--- src/hw/rtl/cofdet_pkg.sv ---
`default_nettype none
package cofdet_pkg;
   localparam int DEFAULT_MAX_ORDER = 4;
   localparam int CFG_WIDTH  = 3;
   localparam int ELEM_WIDTH = 16;
   localparam int DET_WIDTH  = 48;
   localparam int PROD_WIDTH = 64;
   localparam int FRAC_BITS  = 8;

   localparam logic signed [PROD_WIDTH-1:0] DET_MAX_ACC = 64'sh0000_7FFF_FFFF_FFFF;
   localparam logic signed [PROD_WIDTH-1:0] DET_MIN_ACC = 64'shFFFF_8000_0000_0000;

   function automatic logic signed [DET_WIDTH-1:0] sat_det(
      input logic signed [PROD_WIDTH-1:0] x);
      logic signed [PROD_WIDTH-1:0] y;
      y = x;
      if (x > DET_MAX_ACC) begin
         y = DET_MAX_ACC;
      end else if (x < DET_MIN_ACC) begin
         y = DET_MIN_ACC;
      end
      return y[DET_WIDTH-1:0];
   endfunction
endpackage
`default_nettype wire

--- src/hw/rtl/cofdet_mul.sv ---
`default_nettype none
module cofdet_mul (
   input  wire                                           clock,
   input  wire logic signed [cofdet_pkg::ELEM_WIDTH-1:0] op_a,
   input  wire logic signed [cofdet_pkg::DET_WIDTH-1:0]  op_b,
   output logic signed [cofdet_pkg::PROD_WIDTH-1:0]      prod
);
   logic signed [cofdet_pkg::PROD_WIDTH-1:0] prod_ff;
   logic signed [cofdet_pkg::PROD_WIDTH-1:0] prod_in;

   assign prod_in = cofdet_pkg::PROD_WIDTH'(op_a) * cofdet_pkg::PROD_WIDTH'(op_b);

   always_ff @(posedge clock) begin
      prod_ff <= prod_in;
   end

   assign prod = prod_ff;
endmodule
`default_nettype wire

--- src/hw/rtl/cofactor_determinant.sv ---
// channel   ports                                        transaction
// request   start, busy, req_element                     start && !busy, one element
// response  rsp_valid, rsp_determinant                   one-cycle strobe, no stall
// csr       csr_valid, csr_ready, csr_data               valid && ready, matrix size
//
// loading takes one cycle per element, row-major
// after the last element the expansion runs on one shared multiplier
// and one store read port
// busy is high during the expansion; the result strobe ends it
// synchronous reset clears the load count and sets the order to 4
`default_nettype none
module cofactor_determinant #(
   parameter int MAX_ORDER = cofdet_pkg::DEFAULT_MAX_ORDER
) (
   input  wire                                           clock,
   input  wire                                           reset,
   input  wire                                           start,
   output logic                                          busy,
   input  wire logic signed [cofdet_pkg::ELEM_WIDTH-1:0] req_element,
   output logic                                          rsp_valid,
   output logic signed [cofdet_pkg::DET_WIDTH-1:0]       rsp_determinant,
   input  wire                                           csr_valid,
   output logic                                          csr_ready,
   input  wire logic [cofdet_pkg::CFG_WIDTH-1:0]         csr_data
);
   localparam int DEPTH = MAX_ORDER * MAX_ORDER;
   localparam int AW    = (DEPTH > 1) ? $clog2(DEPTH) : 1;
   localparam int LW    = (MAX_ORDER > 1) ? $clog2(MAX_ORDER) : 1;
   localparam int OW    = $clog2(MAX_ORDER + 1);
   localparam int NW    = $clog2(DEPTH + 1);
   localparam int EW    = ((LW > OW) ? LW : OW) + 2;
   localparam int DW    = cofdet_pkg::DET_WIDTH;
   localparam int PW    = cofdet_pkg::PROD_WIDTH;
   localparam int XW    = ((AW > NW) ? AW : NW) + OW + 1;

   typedef enum logic [3:0] {
      ST_IDLE, ST_ENTER, ST_LEAF1_RD, ST_LEAF1_WT,
      ST_L2_A, ST_L2_B, ST_L2_C, ST_L2_D, ST_L2_E, ST_L2_F,
      ST_RET, ST_ACC_RD, ST_ACC_MUL, ST_ACC_SUM
   } state_type;

   state_type                          state_ff;
   logic [cofdet_pkg::CFG_WIDTH-1:0]   size_ff;
   logic [NW-1:0]                      count_ff;
   logic [LW-1:0]                      lvl_ff;
   logic [MAX_ORDER-1:0]               mask_ff [MAX_ORDER];
   logic [LW-1:0]                      col_ff  [MAX_ORDER];
   logic signed [DW-1:0]               sum_ff  [MAX_ORDER];
   logic                               neg_ff  [MAX_ORDER];
   logic [LW-1:0]                      c0_ff, c1_ff;
   logic signed [cofdet_pkg::ELEM_WIDTH-1:0] a_ff;
   logic signed [PW-1:0]               p1_ff;
   logic signed [DW-1:0]               sub_ff;
   logic                               rsp_valid_ff;
   logic signed [DW-1:0]               det_ff;

   logic signed [cofdet_pkg::ELEM_WIDTH-1:0] store_mem [DEPTH];
   logic signed [cofdet_pkg::ELEM_WIDTH-1:0] rdata_ff;

   logic [OW-1:0]        order_n;
   logic [NW-1:0]        total;
   logic [NW-1:0]        count_in;
   logic                 accept;
   logic                 last_elem;
   logic [MAX_ORDER-1:0] full_mask;
   logic [MAX_ORDER-1:0] cur_mask;
   logic [LW-1:0]        cur_col;
   logic [LW-1:0]        c0, c1, nxt;
   logic                 nxt_ok;
   logic [MAX_ORDER-1:0] mask_no_c0;
   logic                 is_k1, is_k2;
   logic [LW-1:0]        lvl_up;
   logic [LW-1:0]        rd_row, rd_col;
   logic [AW-1:0]        rd_addr;
   logic signed [cofdet_pkg::ELEM_WIDTH-1:0] mul_a;
   logic signed [DW-1:0] mul_b;
   logic signed [PW-1:0] prod;
   logic signed [PW-1:0] term;
   logic signed [PW-1:0] acc_next;
   logic signed [DW-1:0] sum_next;

   always_comb begin
      if (size_ff == '0) begin
         order_n = OW'(1);
      end else if (32'(size_ff) > MAX_ORDER) begin
         order_n = OW'(MAX_ORDER);
      end else begin
         order_n = OW'(size_ff);
      end
   end

   assign total     = NW'(XW'(order_n) * XW'(order_n));
   assign busy      = (state_ff != ST_IDLE);
   assign csr_ready = !busy && !start;
   assign accept    = start && !busy;
   assign count_in  = count_ff + NW'(1);
   assign last_elem = (count_in == total);

   always_comb begin
      for (int i = 0; i < MAX_ORDER; i++) begin
         full_mask[i] = (OW'(i) < order_n);
      end
   end

   assign cur_mask = mask_ff[lvl_ff];
   assign cur_col  = col_ff[lvl_ff];
   assign lvl_up   = lvl_ff + LW'(1);

   always_comb begin
      c0 = '0;
      for (int i = MAX_ORDER - 1; i >= 0; i--) begin
         if (cur_mask[i]) begin
            c0 = LW'(i);
         end
      end
   end

   assign mask_no_c0 = cur_mask & ~(MAX_ORDER'(1) << c0);

   always_comb begin
      c1 = '0;
      for (int i = MAX_ORDER - 1; i >= 0; i--) begin
         if (mask_no_c0[i]) begin
            c1 = LW'(i);
         end
      end
   end

   always_comb begin
      nxt    = '0;
      nxt_ok = 1'b0;
      for (int i = MAX_ORDER - 1; i >= 0; i--) begin
         if (cur_mask[i] && (LW'(i) > cur_col)) begin
            nxt    = LW'(i);
            nxt_ok = 1'b1;
         end
      end
   end

   assign is_k1 = (EW'(lvl_ff) + EW'(1) == EW'(order_n));
   assign is_k2 = (EW'(lvl_ff) + EW'(2) == EW'(order_n));

   always_comb begin
      rd_row = lvl_ff;
      rd_col = c0_ff;
      case (state_ff)
         ST_L2_B: begin
            rd_row = lvl_up;
            rd_col = c1_ff;
         end
         ST_L2_C: begin
            rd_col = c1_ff;
         end
         ST_L2_D: begin
            rd_row = lvl_up;
         end
         ST_ACC_RD: begin
            rd_col = cur_col;
         end
         default: begin
         end
      endcase
   end

   assign rd_addr = AW'(XW'(rd_row) * XW'(order_n) + XW'(rd_col));

   always_ff @(posedge clock) begin
      if (accept) begin
         store_mem[count_ff[AW-1:0]] <= req_element;
      end
      rdata_ff <= store_mem[rd_addr];
   end

   always_comb begin
      if (state_ff == ST_ACC_MUL) begin
         mul_a = rdata_ff;
         mul_b = sub_ff;
      end else begin
         mul_a = a_ff;
         mul_b = DW'(rdata_ff);
      end
   end

   cofdet_mul u_mul (
      .clock(clock),
      .op_a (mul_a),
      .op_b (mul_b),
      .prod (prod)
   );

   assign term     = prod >>> cofdet_pkg::FRAC_BITS;
   assign acc_next = neg_ff[lvl_ff] ? (PW'(sum_ff[lvl_ff]) - term)
                                    : (PW'(sum_ff[lvl_ff]) + term);
   assign sum_next = cofdet_pkg::sat_det(acc_next);

   always_ff @(posedge clock) begin
      rsp_valid_ff <= 1'b0;
      case (state_ff)
         ST_IDLE: begin
            if (csr_valid && csr_ready) begin
               size_ff  <= csr_data;
               count_ff <= '0;
            end else if (accept) begin
               if (last_elem) begin
                  count_ff   <= '0;
                  lvl_ff     <= '0;
                  mask_ff[0] <= full_mask;
                  state_ff   <= ST_ENTER;
               end else begin
                  count_ff <= count_in;
               end
            end
         end
         ST_ENTER: begin
            c0_ff <= c0;
            c1_ff <= c1;
            if (is_k1) begin
               state_ff <= ST_LEAF1_RD;
            end else if (is_k2) begin
               state_ff <= ST_L2_A;
            end else begin
               sum_ff[lvl_ff]  <= '0;
               neg_ff[lvl_ff]  <= 1'b0;
               col_ff[lvl_ff]  <= c0;
               mask_ff[lvl_up] <= mask_no_c0;
               lvl_ff          <= lvl_up;
            end
         end
         ST_LEAF1_RD: begin
            state_ff <= ST_LEAF1_WT;
         end
         ST_LEAF1_WT: begin
            sub_ff   <= DW'(rdata_ff);
            state_ff <= ST_RET;
         end
         ST_L2_A: begin
            state_ff <= ST_L2_B;
         end
         ST_L2_B: begin
            a_ff     <= rdata_ff;
            state_ff <= ST_L2_C;
         end
         ST_L2_C: begin
            state_ff <= ST_L2_D;
         end
         ST_L2_D: begin
            a_ff     <= rdata_ff;
            p1_ff    <= term;
            state_ff <= ST_L2_E;
         end
         ST_L2_E: begin
            state_ff <= ST_L2_F;
         end
         ST_L2_F: begin
            sub_ff   <= cofdet_pkg::sat_det(p1_ff - term);
            state_ff <= ST_RET;
         end
         ST_RET: begin
            if (lvl_ff == '0) begin
               det_ff       <= sub_ff;
               rsp_valid_ff <= 1'b1;
               state_ff     <= ST_IDLE;
            end else begin
               lvl_ff   <= lvl_ff - LW'(1);
               state_ff <= ST_ACC_RD;
            end
         end
         ST_ACC_RD: begin
            state_ff <= ST_ACC_MUL;
         end
         ST_ACC_MUL: begin
            state_ff <= ST_ACC_SUM;
         end
         ST_ACC_SUM: begin
            sum_ff[lvl_ff] <= sum_next;
            neg_ff[lvl_ff] <= !neg_ff[lvl_ff];
            if (nxt_ok) begin
               col_ff[lvl_ff]  <= nxt;
               mask_ff[lvl_up] <= cur_mask & ~(MAX_ORDER'(1) << nxt);
               lvl_ff          <= lvl_up;
               state_ff        <= ST_ENTER;
            end else begin
               sub_ff   <= sum_next;
               state_ff <= ST_RET;
            end
         end
         default: begin
            state_ff <= ST_IDLE;
         end
      endcase
      if (reset) begin
         state_ff     <= ST_IDLE;
         size_ff      <= cofdet_pkg::CFG_WIDTH'(4);
         count_ff     <= '0;
         lvl_ff       <= '0;
         rsp_valid_ff <= 1'b0;
      end
   end

   assign rsp_valid       = rsp_valid_ff;
   assign rsp_determinant = det_ff;
endmodule
`default_nettype wire

--- config.mk ---
export PLATFORM = sky130hd
export DESIGN_NAME = cofactor_determinant
export DESIGN_NICKNAME = d
export VERILOG_FILES = /design/src/hw/rtl/cofdet_pkg.sv /design/src/hw/rtl/cofdet_mul.sv /design/src/hw/rtl/cofactor_determinant.sv
export SDC_FILE = /design/constraint.sdc
export NUM_CORES = 2
export LEC_CHECK = 0
export ABC_AREA = 1
export BUFFER_PORTS_ARGS = -buffer_cell sky130_fd_sc_hd__buf_2
export CAP_MARGIN = 20
export CORE_ASPECT_RATIO = 2
export CORE_MARGIN = 3
export CORE_UTILIZATION = 30
export DETAILED_ROUTE_END_ITERATION = 16
export GPL_TIMING_DRIVEN = 0
export PLACE_DENSITY = 0.47
export SLEW_MARGIN = 20
export SYNTH_ARGS = -nofsm -noshare
export SYNTH_HDL_FRONTEND = slang
export SYNTH_SLANG_ARGS = --single-unit
--- constraint.sdc ---
create_clock -name clock -period 8.7 [get_ports clock]
set_input_delay 1.74 -clock clock [delete_from_list [all_inputs] [get_ports clock]]
set_output_delay 1.74 -clock clock [all_outputs]
set_load 0.02 [all_outputs]
==> out/results.tsv <==
metric	value	unit
crit path launch type	register	
Hold Path End	p1_ff[2]$_DFFE_PP_	
CP top delay family	adder cells	
synthesized net count	8653	
final WL	277400	microns
Die X	335.0	microns
Starting Density	30.28	%
max_slew headroom	18.84	%
Final Slew Violations	0	
Vias per Instance	4.914	
All-Layer GR Usage	24.95	%
max-cap violation count	0	
dpl hpwl	235200	microns
drt first pass iters	6	
syn avg cell area	8.488	sq um
GR Overflow Total	0	
DRC	0	
initial antenna violation count	11	
I/O Buffers	73	
Die Area	222400	sq um
row count	240	
Skew-Pair Late Insertion Delay	0.71	ns
pin count of the biggest net entering global routing	24	
layout cells sized above 1	7.594	%
FILL cells	22709	
worst reg2reg setup slack	0.18	ns
synthesized area	64930	sq um
synthesis-to-finish area growth	11.89	%
CTS tree	yes	
clk root buf	clkbuf_16	
Largest stage delay, worst path	0.68	ns
Buf/Inv on CP	9	
clk sink count	737	
CP arrival	9.12	ns
Fmax	117.4	MHz
Final Critical Period	8.520	ns
Placed Area	69580	sq um
1st-iter DRT viols	3008	
Nets	8855	
Final period util	97.93	%
hold path cells	0	
number of enable flip-flop cells after synthesis	648	
I/O pin cnt	74	
H-tree depth	3	
core footprint	214400	sq um
wire per inst	25.92	microns
maximum fanout along the worst path	10	
CTS buffer count	77	
most frequent cells in the layout	1592 x nand2_1, 1522 x inv_1, 1087 x nor2_1	
ys async rst share	0	%
worst endpoint required time	9.30	ns
antenna-violating nets left	0	
vias in the first global route	57254	
CP Class	register to register	
Clock Pin Slew Worst Setup and Hold Paths	0.07	ns
routed vias	52576	
Synth cell types	64	
Crit Reg-Reg Endpoint	u_mul.prod[55]$_DFF_P_	
worst hold path type	register to register	
Fin Clk Skew	0.06541	ns
design area	72650	sq um
final count of negative-setup-slack endpoints	0	
Routability Congestion	1.020	
Worst-Margin Slew	1.217	ns
RR Startpoint	state_ff[3]$_SDFFE_PP0P_	
Die H	663.9	microns
Max clock buf depth	3	
synth warn	0	
outcome	finished clean	
first-pass GRT wire length	393900	microns
top_reg_cell synth	edfxtp_1	
r2r worst-path depth	32	
Worst setup EP type	register	
Post-CTS Hold Buffers	0	
commonest non-fill, non-tap cell in the layout	nand2_1	
Hold Crit Start	u_mul.prod[10]$_DFF_P_	
sequential-to-total area share from yosys stat	32.71	%
post-synthesis register bit count	737	
Synth Instances	7649	
Hold Fails Final Rpt	0	
CP max stage cell	clkbuf_2	
-- kinds of logic (layout without fill, tap and decap cells) --
logic type                 after synthesis  after routing  share of synthesized area (%)
buffers and inverters                 1785           2050                          10.56
AOI/OAI and AO/OA                      865            865                          7.695
xor gates and xnor gates               214            214                          2.887
and+or+nand+nor                       3066           3066                          18.99
DFF                                    737            737                          32.71
other                                    1              4                       0.005776
adders and majority gates              981            981                          27.15
-- per-layer routing --
metal / global-route usage [%] / vias up / wire length, microns
li1: - / 24146 / -
met1: 21.18 / 26009 / 82080
met2: 48.85 / 1583 / 153100
met3: 2.869 / 828 / 9096
met4: 23.75 / 10 / 33010
met5: 0 / - / 62
-- Yosys cell counts, drive strengths merged (21+ instances only) --
cell type | count | area (sq um)
o21ai | 360 | 1869
inv | 1549 | 5814
nor3 | 49 | 285.3
edfxtp | 648 | 19460
a21oi | 271 | 1364
xnor2 | 79 | 691.9
nand2 | 1631 | 6235
buf | 41 | 311.6
o22ai | 48 | 300.3
a31oi | 37 | 231.5
nand4 | 27 | 168.9
nor2 | 1180 | 4624
xor2 | 135 | 1182
dfxtp | 89 | 1782
clkinv | 21 | 78.83
fa | 713 | 14270
clkbuf | 174 | 653.1
nand3 | 141 | 758.2
o21bai | 24 | 183.9
o32ai | 64 | 560.5
ha | 268 | 3353
-- final cells by class --
| cell class | instances | area (sq um) | area share, % |
|---|---|---|---|
| Timing Repair Buffer | 127 | 1069 | 1.471 |
| Multi-Input combinational cell | 5127 | 37280 | 51.32 |
| Antenna cell | 3 | 7.507 | 0.01033 |
| Sequential cell | 737 | 21240 | 29.24 |
| Tap cell | 2783 | 3482 | 4.793 |
| Clock inverter | 48 | 519.2 | 0.7147 |
| Clock buffer | 94 | 2011 | 2.768 |
| Buffer | 211 | 1101 | 1.516 |
| Inverter | 1570 | 5938 | 8.174 |
-- flip-flops by register name (all words and copies together), names as in the netlist, named ones only --
register,cells
rsp_valid,1
u_mul.prod,56
a_ff,16
size_ff,3
store_mem,256
c1_ff,2
sum_ff,192
state_ff,4
rdata_ff,16
c0_ff,2
neg_ff,4
p1_ff,56
lvl_ff,2
rsp_determinant,48
count_ff,5
sub_ff,48
mask_ff,16
col_ff,8
-- worst max path at each step --
stage	startpoint	endpoint	slack [ns]	depth (start not counted)
2_1_floorplan	state_ff[0]$_SDFFE_PP0P_	u_mul.prod[63]$_DFF_P_	1.93	26
3_3_place_gp	state_ff[3]$_SDFFE_PP0P_	u_mul.prod[55]$_DFF_P_	-2.02	29
3_5_place_dp	state_ff[0]$_SDFFE_PP0P_	u_mul.prod[55]$_DFF_P_	-1.15	31
4_1_cts	state_ff[0]$_SDFFE_PP0P_	u_mul.prod[63]$_DFF_P_	0.002	31
5_1_grt	state_ff[2]$_SDFFE_PP0P_	u_mul.prod[63]$_DFF_P_	-0.01	30
6_report	state_ff[3]$_SDFFE_PP0P_	u_mul.prod[55]$_DFF_P_	0.18	32
-- worst reg2reg max path, delay by kind of cell, from the launching register on --
family	cells	cell delay, ns
adders and majority gates	7	3.47
AOI/OAI and AO/OA	3	0.69
buffers and inverters	9	1.77
and+or+nand+nor	12	1.98
DFF	1	0.35
xor gates and xnor gates	1	0.19
-- per-stage QoR --
stage                     hold slack (ns)  setup TNS, ns  cells  util (%)  setup slack (ns)
after detailed placement           0.4414         -24.91  10540     32.45            -1.147
after global placement             0.4422         -61.49  10505     32.08            -2.022
final                              0.4652              0  10700     33.88            0.1804
after global routing               0.4766       -0.01684  10698     33.88          -0.01370
after CTS                          0.4675              0  10690     33.75          0.001705
after floorplan                    0.4082              0   7649         -             1.932
-- repair_timing --
item / CTS / global route
resized for setup: 81 / 97
setup buffers: 10 / 7
endpoints found under the setup margin: 44 / 24
Power is not shown: default switching activity piles up to over one toggle a cycle in this logic, so the estimate is an artifact.
